## src/rtl/core/bbpe_pkg.sv

```systemverilog
package bbpe_pkg;

    // default fixed-point format of coordinates and parameters
    localparam int FRAC_BITS     = 16;
    localparam int COORD_BITS    = 24;

    // 4x4 control lattice, index = row*4 + column
    localparam int LATTICE_DEPTH = 16;
    localparam int INDEX_BITS    = 4;

    // four column cubics then one row cubic
    localparam int CUBIC_BITS    = 3;

    // request kinds carried in tuser
    localparam logic REQ_WRITE = 1'b0;
    localparam logic REQ_EVAL  = 1'b1;

    // where a lerp result is written back
    typedef enum logic [1:0] {
        DEST_W0,
        DEST_W1,
        DEST_W2,
        DEST_FINAL
    } t_dest;

    // tag that travels through the lerp pipeline next to the data
    typedef struct packed {
        logic                  valid;
        t_dest                 dest;
        logic [CUBIC_BITS-1:0] cubic;
    } t_lerp_tag;

endpackage

```

## src/rtl/core/bbpe_lerp3.sv

```systemverilog
module bbpe_lerp3 #(
    parameter int FRAC_BITS  = bbpe_pkg::FRAC_BITS,
    parameter int COORD_BITS = bbpe_pkg::COORD_BITS
) (
    input  logic                          i_clk,
    input  logic                          i_rst_n,
    input  bbpe_pkg::t_lerp_tag           i_tag,
    input  logic [2:0][COORD_BITS-1:0]    i_a,      // x, y, z from the lowest bits
    input  logic [2:0][COORD_BITS-1:0]    i_b,
    input  logic [FRAC_BITS:0]            i_t,
    output bbpe_pkg::t_lerp_tag           o_tag,
    output logic [2:0][COORD_BITS-1:0]    o_res
);

    localparam int DIFF_BITS = COORD_BITS + 1;
    localparam int PROD_BITS = COORD_BITS + FRAC_BITS + 3;
    localparam logic signed [PROD_BITS-1:0] ROUND_HALF =
        PROD_BITS'(64'sd1 <<< (FRAC_BITS - 1));

    bbpe_pkg::t_lerp_tag                r_tag;
    logic [2:0][COORD_BITS-1:0]         r_a;
    logic [2:0][DIFF_BITS-1:0]          r_d;
    logic [FRAC_BITS:0]                 r_t;

    // stage one: difference b - a per lane
    always_ff @(posedge i_clk) begin
        if (!i_rst_n) begin
            r_tag <= '0;
        end else begin
            r_tag <= i_tag;
        end
    end

    always_ff @(posedge i_clk) begin
        r_a <= i_a;
        r_t <= i_t;
        for (int k = 0; k < 3; k++) begin
            r_d[k] <= DIFF_BITS'($signed(i_b[k])) - DIFF_BITS'($signed(i_a[k]));
        end
    end

    // stage two: a + round(t * d / 2^FRAC_BITS), ties toward +inf
    for (genvar k = 0; k < 3; k++) begin : g_lane
        logic signed [PROD_BITS-1:0] prod;
        logic signed [PROD_BITS-1:0] base;
        logic signed [PROD_BITS-1:0] full;

        always_comb begin
            prod = $signed(r_d[k]) * $signed({1'b0, r_t});
            base = PROD_BITS'($signed(r_a[k])) <<< FRAC_BITS;
            full = base + prod + ROUND_HALF;
        end

        assign o_res[k] = full[FRAC_BITS +: COORD_BITS];
    end

    assign o_tag = r_tag;

endmodule

```

## config.mk

```make
export PLATFORM = sky130hd
export DESIGN_NAME = bbpe_lerp3
export DESIGN_NICKNAME = d
export VERILOG_FILES = /design/src/rtl/core/bbpe_pkg.sv /design/src/rtl/core/bbpe_lerp3.sv
export SDC_FILE = /design/constraint.sdc
export NUM_CORES = 2
export LEC_CHECK = 0
export ABC_AREA = 1
export BUFFER_PORTS_ARGS = -buffer_cell sky130_fd_sc_hd__buf_2
export CAP_MARGIN = 20
export CORE_ASPECT_RATIO = 1.2
export CORE_UTILIZATION = 46
export CTS_CLUSTER_SIZE = 30
export DETAILED_ROUTE_END_ITERATION = 16
export PLACE_DENSITY = 0.61
export SYNTH_ARGS = -nofsm -noshare
export SYNTH_HDL_FRONTEND = slang
export SYNTH_SLANG_ARGS = --single-unit
```

## constraint.sdc

```tcl
create_clock -name i_clk -period 6.33 [get_ports i_clk]
set_input_delay 0.633 -clock i_clk [delete_from_list [all_inputs] [get_ports i_clk]]
set_output_delay 0.633 -clock i_clk [all_outputs]
set_load 0.1 [all_outputs]
```

==> impl_metrics.env <==
export IMPL_status="finished, violations left"
export IMPL_failed_checks="setup timing"
export IMPL_crit_end="o_res[28]"
export IMPL_start_util_pct=46.6
export IMPL_post_route_drc_count=0
export IMPL_final_hold_violation_count=0
export IMPL_cts_max_level=4
export IMPL_multiInputGateArea_um2=46700
export IMPL_ys_types=54
export IMPL_synth_largest_area_cell="fa_1"
export IMPL_wire_per_inst_um=17.7
export IMPL_first_pass_iters=5
export IMPL_die_w_um=325
export IMPL_clock_root_buffer="clkbuf_16"
export IMPL_grt_overflow=0
export IMPL_synth_area_um2=57500
export IMPL_path_cells="buf_12 > buf_12 > buf_16 > nand2_1 > inv_2 > fa_1 > inv_2 > fa_2 > fa_1 > fa_1 > inv_2 > fa_1 > fa_1 > ha_4 > buf_4 > a21oi_4 > o21ai_2 > a21oi_2 > nand2_2 > nand2_2 > nand2_4 > buf_12 > xor2_4 > buf_12"
export IMPL_worstSetupPathType="reg2out"
export IMPL_vias_per_cell=4.84
export IMPL_final_util_pct=59.1
export IMPL_cpLargestDelayFamily="adder cells"
export IMPL_coreArea_um2=123000
export IMPL_synth_cells=7704
export IMPL_ios=247
export IMPL_ys_ff_latch=170
export IMPL_clock_path_buffers=2
export IMPL_port_buffers=246
export IMPL_die_area_um2=126000
export IMPL_die_h_um=389
export IMPL_synth_edff_count=0
export IMPL_cts_sinks=170
export IMPL_gp_congestion=0.945
export IMPL_synthFlopType="dfxtp_1"
export IMPL_setup_viol=72
export IMPL_place_area_um2=67900
export IMPL_ant_nets=0
export IMPL_period_share_pct=109
export IMPL_cpMostUsedCell="fa_1"
export IMPL_fin_nets=10254
export IMPL_cp_num_buf_inv=9
export IMPL_postLayoutSetupSlackWorst_ns=-0.589
export IMPL_drt_total_wl_um=179000
export IMPL_syn_avg_cell_area_um2=7.47
export IMPL_antenna_found_initial=4
export IMPL_netlist_area_leader_share_pct=43.8
export IMPL_synth_async_reset_ratio_pct=0
export IMPL_drive_gt1_share_pct=20.8
export IMPL_slew_headroom_pct=56.5
export IMPL_cts_tree="yes"
export IMPL_fillers=11206
export IMPL_syn_nets=9514
export IMPL_vias=48914
export IMPL_cts_buffers=17
export IMPL_crit_path_end_kind="primary output"
export IMPL_cp_start_kind="flop"
export IMPL_grt_pass1_vias=53150
export IMPL_cp_depth=24
export IMPL_ff_latch_area_um2=3480
export IMPL_holdBufCountCts=0
export IMPL_tightest_slew_ns=0.651
export IMPL_hpwl_um=147000
export IMPL_seq_area_frac_synth_pct=5.92
export IMPL_area_growth_syn_to_layout_pct=26.8
export IMPL_max_stage_delay_ns=0.58
export IMPL_slowest_stage="fa_1"
export IMPL_fin_crit_ns=6.92
export IMPL_arrival_ns=6.29
export IMPL_rsz0062_at_grt="true"
export IMPL_min_path_type="in2reg"
export IMPL_critical_path_startpoint="r_t[3]$_DFF_P_"
export IMPL_slew_viol_final=0
export IMPL_synth_area_leaders="fa_1 (44%), inv_1 (17%), nand2_1 (13%)"
export IMPL_clk_pin_slew_ns=0.08
export IMPL_num_rows=141
export IMPL_hold_start="i_t[11]"
export IMPL_drtIter0Drc=2706
export IMPL_cp_max_fo=8
export IMPL_grt_pass1_wl_um=280000
export IMPL_yosysWarnings=0
export IMPL_grt_start_max_net_pins=42
export IMPL_fmax_mhz=145
export IMPL_cp_required_ns=5.70
export IMPL_cap_viol_max_count=0
export IMPL_stdcell_area_um2=72900
export IMPL_grt_use_total_pct=28.5
## logic make-up after synthesis
| family | after synthesis | share of synthesized area, % |
|---|---|---|
| AOI/OAI and AO/OA | 387 | 3.87 |
| adders and majority gates | 1641 | 52.1 |
| xor gates and xnor gates | 136 | 2.07 |
| and+or+nand+nor | 2450 | 16.9 |
| buffers and inverters | 2920 | 19.1 |
| DFF | 170 | 5.92 |
## per-stage QoR
step	hold slack, ns	TNS (ns)	worst slack [ns]	instances
6_report	0.177	-33.59	-0.589	10102
5_1_grt	0.145	-48.88	-0.772	10102
4_1_cts	0.132	-37.53	-0.661	10031
3_5_place_dp	0.737	-7.62	-0.259	9958
3_3_place_gp	0.736	-3.78	-0.219	9958
2_1_floorplan	0.661	-0.914	-0.196	7704
## registers in the layout (all words and copies together), names as in the netlist
signal       cells
r_d             75
g_lane.base     72
r_t             17
o_tag            6
## what timing repair did
action                     in CTS  in global routing
gates cloned                    8                 18
buffers inserted               33                 53
setup endpoints to repair      72                 72
pin swaps                     124                254
resized for setup             376                388
## how the worst min path moves through the flow
| stage | endpoint | depth (start not counted) |
|---|---|---|
| floorplan | g_lane[0].base[16]$_DFF_P_ | 0 |
| global placement | r_t[8]$_DFF_P_ | 1 |
| detailed placement | r_t[8]$_DFF_P_ | 1 |
| CTS | r_t[11]$_DFF_P_ | 1 |
| global route | r_t[10]$_DFF_P_ | 1 |
| finish | r_t[11]$_DFF_P_ | 1 |
## metal layers
layer  global-route usage, %  part of all wire [%]  vias to the layer above
li1                        -                     -                    22840
met1                    33.2                    38                    24266
met2                    53.2                    52                     1406
met3                    3.49                   5.3                      400
met4                    10.6                   4.3                        2
met5                       0                0.0078                        -
## cell usage in the layout, fill, tap and decap left out, types with 26 or more instances in the layout
| master | count |
|---|---|
| inv_2 | 69 |
| buf_4 | 569 |
| inv_1 | 2559 |
| nand3_1 | 114 |
| buf_6 | 47 |
| clkbuf_16 | 34 |
| nand2_4 | 29 |
| ha_1 | 306 |
| dfxtp_1 | 138 |
| fa_1 | 1188 |
| fa_2 | 69 |
| nor2_2 | 54 |
| nor2_4 | 42 |
| a21oi_1 | 116 |
| buf_12 | 187 |
| nand2_2 | 137 |
| nor2_1 | 183 |
| nand2_1 | 1772 |
| o21ai_0 | 52 |
| o21ai_1 | 34 |
| ha_4 | 75 |
| a21oi_2 | 58 |
| o21bai_1 | 26 |
| xor2_4 | 39 |
| buf_2 | 174 |
| xor2_1 | 72 |
## cell type report
class                           count  share of cell area (%)
Inverter                         2634                    13.6
Antenna cell                        1                 0.00343
Multi-Input combinational cell   4614                    64.0
Sequential cell                   170                    4.77
Timing Repair Buffer             1007                    13.9
Tap cell                         1644                    2.82
Clock inverter                     13                   0.252
Clock buffer                       19                   0.623
## cell usage after synthesis (5+ instances only)
cell / number
nand4_1: 21
xnor2_1: 25
o211ai_1: 5
nand2_2: 21
nand3b_1: 11
nor3_1: 35
inv_2: 8
a211oi_1: 9
fa_1: 1257
clkbuf_1: 255
nor2_1: 269
nand2_1: 1921
inv_1: 2626
a31oi_1: 12
a21oi_1: 181
nor4_1: 10
dfxtp_1: 170
nand3_1: 126
o21bai_1: 30
buf_2: 5
xor2_1: 111
nor2_2: 7
buf_1: 21
o21a_1: 8
a21boi_0: 5
a21o_1: 20
o21ai_2: 6
o21ai_1: 11
o21ai_0: 88
ha_1: 384
Power is not shown: default switching activity piles up to over one toggle a cycle in this logic, so the estimate is an artifact.
