File: config.mk
export PLATFORM = sky130hd
export DESIGN_NAME = bbpe_ram
export DESIGN_NICKNAME = d
export VERILOG_FILES = /design/src/rtl/core/bbpe_pkg.sv /design/src/rtl/core/bbpe_ram.sv
export SDC_FILE = /design/constraint.sdc
export NUM_CORES = 1
export LEC_CHECK = 0
export BUFFER_PORTS_ARGS = -buffer_cell sky130_fd_sc_hd__buf_2
export CAP_MARGIN = 30
export CELL_PAD_IN_SITES_DETAIL_PLACEMENT = 0
export CELL_PAD_IN_SITES_GLOBAL_PLACEMENT = 1
export CORE_MARGIN = 2
export CORE_UTILIZATION = 25
export CTS_BUF_LIST = sky130_fd_sc_hd__clkbuf_2 sky130_fd_sc_hd__clkbuf_4 sky130_fd_sc_hd__clkbuf_8
export CTS_CLUSTER_DIAMETER = 200
export DETAILED_ROUTE_END_ITERATION = 16
export PLACE_DENSITY = 0.54
export RECOVER_POWER = 100
export SLEW_MARGIN = 20
export SYNTH_ARGS = -nofsm -noshare
export SYNTH_HDL_FRONTEND = slang
export SYNTH_SLANG_ARGS = --single-unit
File: constraint.sdc
create_clock -name i_clk -period 7.4 [get_ports i_clk]
set_input_delay 1.85 -clock i_clk [delete_from_list [all_inputs] [get_ports i_clk]]
set_output_delay 1.85 -clock i_clk [all_outputs]
set_load 0.01 [all_outputs]
File: src/rtl/core/bbpe_pkg.sv
package bbpe_pkg;

    // default fixed-point format of coordinates and parameters
    localparam int FRAC_BITS     = 16;
    localparam int COORD_BITS    = 24;

    // 4x4 control lattice, index = row*4 + column
    localparam int LATTICE_DEPTH = 16;
    localparam int INDEX_BITS    = 4;

    // four column cubics then one row cubic
    localparam int CUBIC_BITS    = 3;

    // request kinds carried in tuser
    localparam logic REQ_WRITE = 1'b0;
    localparam logic REQ_EVAL  = 1'b1;

    // where a lerp result is written back
    typedef enum logic [1:0] {
        DEST_W0,
        DEST_W1,
        DEST_W2,
        DEST_FINAL
    } t_dest;

    // tag that travels through the lerp pipeline next to the data
    typedef struct packed {
        logic                  valid;
        t_dest                 dest;
        logic [CUBIC_BITS-1:0] cubic;
    } t_lerp_tag;

endpackage

File: src/rtl/core/bbpe_ram.sv
module bbpe_ram #(
    parameter int WIDTH = 3 * bbpe_pkg::COORD_BITS,
    parameter int DEPTH = bbpe_pkg::LATTICE_DEPTH,
    localparam int ADDR_BITS = $clog2(DEPTH)
) (
    input  logic                 i_clk,
    input  logic                 i_we,
    input  logic [ADDR_BITS-1:0] i_waddr,
    input  logic [WIDTH-1:0]     i_wdata,
    input  logic [ADDR_BITS-1:0] i_raddr,
    output logic [WIDTH-1:0]     o_rdata
);

    logic [WIDTH-1:0] r_mem [DEPTH];
    logic [WIDTH-1:0] r_rdata;

    // one write port, one registered read port
    always_ff @(posedge i_clk) begin
        if (i_we) begin
            r_mem[i_waddr] <= i_wdata;
        end
        r_rdata <= r_mem[i_raddr];
    end

    assign o_rdata = r_rdata;

endmodule

==> summary.txt, run 1 <==
Status: finished with violations
Failing checks: capacitance limit, slew limit
Reg2reg setup slack: 5880 ps
Placed insts: 4,297
Slew at the pin with the worst max-slew slack: 4020 ps
Clk pin slew, worst setup/hold paths: 60 ps
Placed Area: 48,400 µm²
Syn Std Cell Area: 44,600 µm²
Number of H-tree levels: 4
DR vias: 20,200
RSZ-0062 raised after global routing: no
Core Rows: 154
DR vias/cell: 4.33
Final HPWL DP: 58.9 mm
Arr. time, crit path: 6120 ps
Antenna-violating nets left: 0
Placer Congestion: 0.691
Largest net degree at the start of global routing: 107
Finish-stage setup viols: 0
Finished Cell Area: 51,900 µm²
FMAX: 0.186 GHz
Initial antenna violation count: 31
CTS Hold Buffers Added: 0
Num Clock Sinks: 1,224
Post-layout util: 29.4%
Layout area overhead: 16.5%
FF-to-FF End: o_rdata[47]$_DFF_P_
Die Ht: 426 µm
Cell count of the worst reg-to-reg path: 3
Final Critical Period: 5360 ps
Reg2reg start: r_mem[1][47]$_DFFE_PP_
Yosys reg bits: 1,224
Drt drc: 0
Vias in the first global route: 22,300
Drt total wl: 109 mm
Maximum root-to-sink buffer count: 3
Synth Instances: 1,850
CTS root buffer: clkbuf_8
Hold Path Class: flop to flop
Synth unique cells: 18
Pleak: 16.0 nW
Most common cell after layout, fill and taps aside: edfxtp_1
Hold path startpoint: r_mem[14][16]$_DFFE_PP_
Non-Filler Instances: 4,653
Iter 0 DRT Violations: 1,381
Worst vdd ir: 0.137 mV
Critical Path RT: 8160 ps
Max-slew violations: 854
Setup Fix Bufs, Post-CTS: 0
Pre-antenna DRT Iters: 5
GRT Resource Usage Total: 12.0%
Worst hold endpoint: o_rdata[16]$_DFF_P_
CP max FO: 46
Crit path launch type: input pin
Worst skew pair latency: 860 ps
Max-cap violations: 27
Port Buffers: 153
Share of cells above drive strength 1: 28.7%
Most frequent cells in the layout: edfxtp_1, mux4_2, clkbuf_8, clkbuf_1, a22oi_1
Final #Nets: 2,231
Synthesized area per cell: 24.1 µm²
Overflow after GRT: 0
First-pass GRT wire length: 157 mm
I/O Pins: 154
Hold depth: 3
Sequential area share after synthesis: 80.9%
PwrDens: 274 nW/µm²
Critical path type: input pin to flop
Max_slew headroom: -168%
Post_cts resized: 0
Worst Clk Skew: 44.9 ps
Core Box Area: 177,000 µm²
Initial Util: 25.2%
Die footprint: 182,000 µm²
YS warnings: 0
Die width: 426 µm
Final Hold Fails: 0
Setup TNS: 0 ps
Hold WS: 663 ps
CTS Buf Count: 189
CTS tree: built
Synth Net Count: 1,932
Post-DR wirelength/cell: 23.5 µm
Crit. End Element: flop
Final Cycle Share: 72.5%
==> worst max-delay path, stage by stage <==
cell and delay [ps]:
buf_2 160, nor2b_1 200, buf_4 430, clkbuf_1 2640
a22oi_1 480, nand2_1 310
==> how the worst max path moves through the flow <==
| stage | from | endpoint | slack (ps) | cells past startpoint |
|---|---|---|---|---|
| 6_report | i_raddr[3] | o_rdata[42]$_DFF_P_ | 2040 | 6 |
| 5_1_grt | i_we | r_mem[0][12]$_DFFE_PP_ | 1870 | 5 |
| 4_1_cts | i_waddr[2] | r_mem[0][12]$_DFFE_PP_ | 3790 | 5 |
| 3_5_place_dp | i_waddr[2] | r_mem[0][3]$_DFFE_PP_ | 2830 | 5 |
| 3_3_place_gp | i_waddr[2] | r_mem[0][7]$_DFFE_PP_ | 2810 | 5 |
| 2_1_floorplan | i_waddr[2] | r_mem[1][0]$_DFFE_PP_ | 1510 | 2 |
==> cell families (layout without fill, tap and decap cells) <==
family          Yosys count  count (layout)  synth area share [%]
compound gates          144             144                  2.43
buf+inv                  95             552                  1.22
mux                     288             288                  14.6
simple gates             99              99                 0.904
flops                  1224            1224                  80.9
other cells               0               6                     0
==> metal layers <==
metal | GRT usage (%) | share of wire [%] | vias to the layer above
met4 | 3.84 | 2.6 | 30
li1 | - | - | 8567
met2 | 21.4 | 52 | 526
met5 | 0 | 0.17 | -
met1 | 13.9 | 40 | 10800
met3 | 3.24 | 5.5 | 224
==> power breakdown <==
part,internal (W),switching (W)
combinational,0.000250,0.000415
clock,0.00313,0.00260
sequential,0.00776,0.0000624
total,0.0111,0.00307
==> synth_stat cells, drive strengths merged <==
master,count,area (µm²)
dfxtp,72,1440
or3b,1,8.76
nor3,4,20.0
mux4,288,6490
nor2,13,48.8
edfxtp,1152,34600
nand2b,2,12.5
buf,45,358
nand2,73,274
a22oi,144,1080
nand3b,2,15.0
nor2b,2,12.5
nand3,1,5.00
and2,1,6.26
clkbuf,50,188
==> cell type report <==
| class | instances | area, µm² |
|---|---|---|
| fill | 17100 | 125000 |
| sequential | 1224 | 36000 |
| multi-input combinational | 531 | 8040 |
| clock buffer | 295 | 3500 |
| tap | 2340 | 2930 |
| timing repair buffer | 203 | 957 |
| clock inverter | 54 | 415 |
| antenna | 6 | 15.0 |
==> registers in the layout, summed over array words and instances (netlist names) <==
register	flops
o_rdata	72
r_mem	1152
==> stage by stage <==
step | worst slack (ps) | total power [W]
floorplan | 1510 | 0.00833
global placement | 2810 | 0.00865
detailed placement | 2830 | 0.00868
CTS | 3790 | 0.0145
global route | 1870 | 0.0148
finish | 2040 | 0.0142
Note: power is estimated with default switching activity, not from simulation.
==> run 2: changes to the inputs <==
- PLACE_DENSITY: 0.54 -> 0.52
- clock period: 7.4 -> 5.56 ns (I/O delays scaled with it)
==> summary.txt, run 2 (synthesis results as in run 1) <==
CTS Hold Buffers Added: 0 (unchanged)
Cell count of the worst reg-to-reg path: 3 (unchanged)
Drt drc: 0 (unchanged)
Status: finished with violations (unchanged)
Max reg flops: 1,152 (unchanged)
Port Buffers: 153 (unchanged)
Failing checks: capacitance limit, slew limit (unchanged)
Post_cts resized: 0 (unchanged)
Largest net degree at the start of global routing: 94 (was 107)
Most common cell after layout, fill and taps aside: edfxtp_1 (unchanged)
Max incr delay on CP: 2250 ps (was 2640 ps)
Pre-antenna DRT Iters: 5 (unchanged)
Initial antenna violation count: 27 (was 31)
CP max FO: 72 (was 46)
Most frequent cells in the layout: edfxtp_1, mux4_2, clkbuf_8, clkbuf_1, a22oi_1 (unchanged)
Crit path max-delay family: buffers and inverters (unchanged)
Reg2reg start: r_mem[11][66]$_DFFE_PP_ (was r_mem[1][47]$_DFFE_PP_)
CTS root buffer: clkbuf_8 (unchanged)
DR vias/cell: 4.35 (was 4.33)
I/O Pins: 154 (unchanged)
Reg2reg setup slack: 4170 ps (was 5880 ps)
CTS tree: built (unchanged)
Num Clock Sinks: 1,224 (unchanged)
Final Critical Period: 4090 ps
Finished Cell Area: 52,100 µm² (was 51,900 µm²)
Register with the most flip-flops: r_mem (unchanged)
RSZ-0062 raised after global routing: no (unchanged)
Post-DR wirelength/cell: 24.3 µm (was 23.5 µm)
Overflow after GRT: 0 (unchanged)
Max-slew violations: 564 (was 854)
Final HPWL DP: 57.5 mm (was 58.9 mm)
Pleak: 16.0 nW (about the same)
Hold depth: 3 (unchanged)
PwrDens: 363 nW/µm² (was 274 nW/µm²)
FF-to-FF End: o_rdata[66]$_DFF_P_ (was o_rdata[47]$_DFF_P_)
Arr. time, crit path: 4490 ps (was 6120 ps)
Crit. End Element: flop (unchanged)
Hold Path Class: flop to flop (unchanged)
Iter 0 DRT Violations: 1,430 (was 1,381)
Max-cap violations: 14 (was 27)
Initial Util: 25.2% (unchanged)
Worst Setup SP: i_waddr[3] (was i_raddr[3])
Placed Area: 48,700 µm² (was 48,400 µm²)
Slew at the pin with the worst max-slew slack: 3260 ps (was 4020 ps)
Buf/Inv on CP: 2 (was 3)
Maximum root-to-sink buffer count: 3 (unchanged)
Drt total wl: 113 mm (was 109 mm)
Final #Nets: 2,235 (was 2,231)
Layout area overhead: 16.9% (was 16.5%)
Hold path startpoint: r_mem[15][18]$_DFFE_PP_ (was r_mem[14][16]$_DFFE_PP_)
Die width: 426 µm (unchanged)
Vias in the first global route: 22,100 (was 22,300)
Share of cells above drive strength 1: 28.3% (was 28.7%)
Finish-stage setup viols: 0 (unchanged)
Worst Clk Skew: 27.1 ps (was 44.9 ps)
Core Rows: 154 (unchanged)
Final Hold Fails: 0 (unchanged)
FMAX: 0.245 GHz
DR vias: 20,300 (was 20,200)
Critical Path RT: 5960 ps (was 8160 ps)
Max_slew headroom: -117% (was -168%)
Crit path launch type: input pin (unchanged)
Critical path cell sequence: clkbuf_1 > nand3b_1 > nor3_1 > clkbuf_2 (was buf_2 > nor2b_1 > buf_4 > clkbuf_1 > a22oi_1 > nand2_1)
Fill cell count: 17,100 (about the same)
Core Box Area: 177,000 µm² (unchanged)
Die footprint: 182,000 µm² (unchanged)
Clk pin slew, worst setup/hold paths: 60 ps (about the same)
Worst hold endpoint: o_rdata[18]$_DFF_P_ (was o_rdata[16]$_DFF_P_)
Setup Fix Bufs, Post-CTS: 0 (unchanged)
Die Ht: 426 µm (unchanged)
Number of H-tree levels: 4 (unchanged)
Worst skew pair latency: 870 ps (was 860 ps)
Placer Congestion: 0.681 (was 0.691)
Critical path type: input pin to flop (unchanged)
CP max stage cell: clkbuf_2 (was clkbuf_1)
First-pass GRT wire length: 161 mm (was 157 mm)
GRT Resource Usage Total: 12.4% (was 12.0%)
Setup TNS: 0 ps (unchanged)
Final Cycle Share: 73.5%
Worst vdd ir: 0.209 mV (was 0.137 mV)
Antenna-violating nets left: 0 (unchanged)
CTS Buf Count: 186 (was 189)
==> run 2: area by class of cell <==
cell class | count | area (µm²) | share of cell area, %
sequential | 1224 | 36000 | 69.2
multi-input combinational | 531 | 8020 | 15.4
clock buffer | 263 | 3200 | 6.14
tap | 2340 | 2930 | 5.62
timing repair buffer | 210 | 1240 | 2.38
clock inverter | 89 | 659 | 1.27
antenna | 7 | 17.5 | 0.0336
==> run 2: stage by stage <==
| step | power (W) | util, % | cells | hold WS, ps | setup slack, ps |
|---|---|---|---|---|---|
| 2_1_floorplan | 0.0111 | - | 1850 | 635 | 129 |
| 3_3_place_gp | 0.0115 | 27.5 | 4304 | 656 | 1870 |
| 3_5_place_dp | 0.0116 | 27.5 | 4305 | 659 | 1850 |
| 4_1_cts | 0.0192 | 29.7 | 4657 | 669 | 2400 |
| 5_1_grt | 0.0196 | 29.5 | 4661 | 688 | 1280 |
| 6_report | 0.0189 | 29.5 | 4664 | 665 | 1470 |
==> run 2: worst max path at each step <==
stage                                  end  slack [ps]  cells past startpoint
floorplan            r_mem[1][0]$_DFFE_PP_         130                      2
global placement       o_rdata[69]$_DFF_P_        1870                      5
detailed placement     o_rdata[57]$_DFF_P_        1850                      5
CTS                            o_rdata[30]        2400                      1
global route           o_rdata[62]$_DFF_P_        1280                      5
finish              r_mem[4][47]$_DFFE_PP_        1470                      4
==> run 2: layer usage <==
| metal | global-route usage [%] | wire [µm] | vias up |
|---|---|---|---|
| met5 | 0 | 125 | - |
| li1 | - | - | 8582 |
| met2 | 22.0 | 58700 | 581 |
| met1 | 14.5 | 45200 | 10900 |
| met4 | 3.80 | 2910 | 22 |
| met3 | 3.38 | 6280 | 218 |
==> run 2: worst register-to-register path, stage by stage (launching register included) <==
cell and delay (ps):
edfxtp_1 350, mux4_2 460, a22oi_1 240, nand2_1 180
==> run 2: where the power goes <==
group	switching, W	internal [W]
clock network	0.00351	0.00408
logic	0.000564	0.000344
registers	0.0000835	0.0103
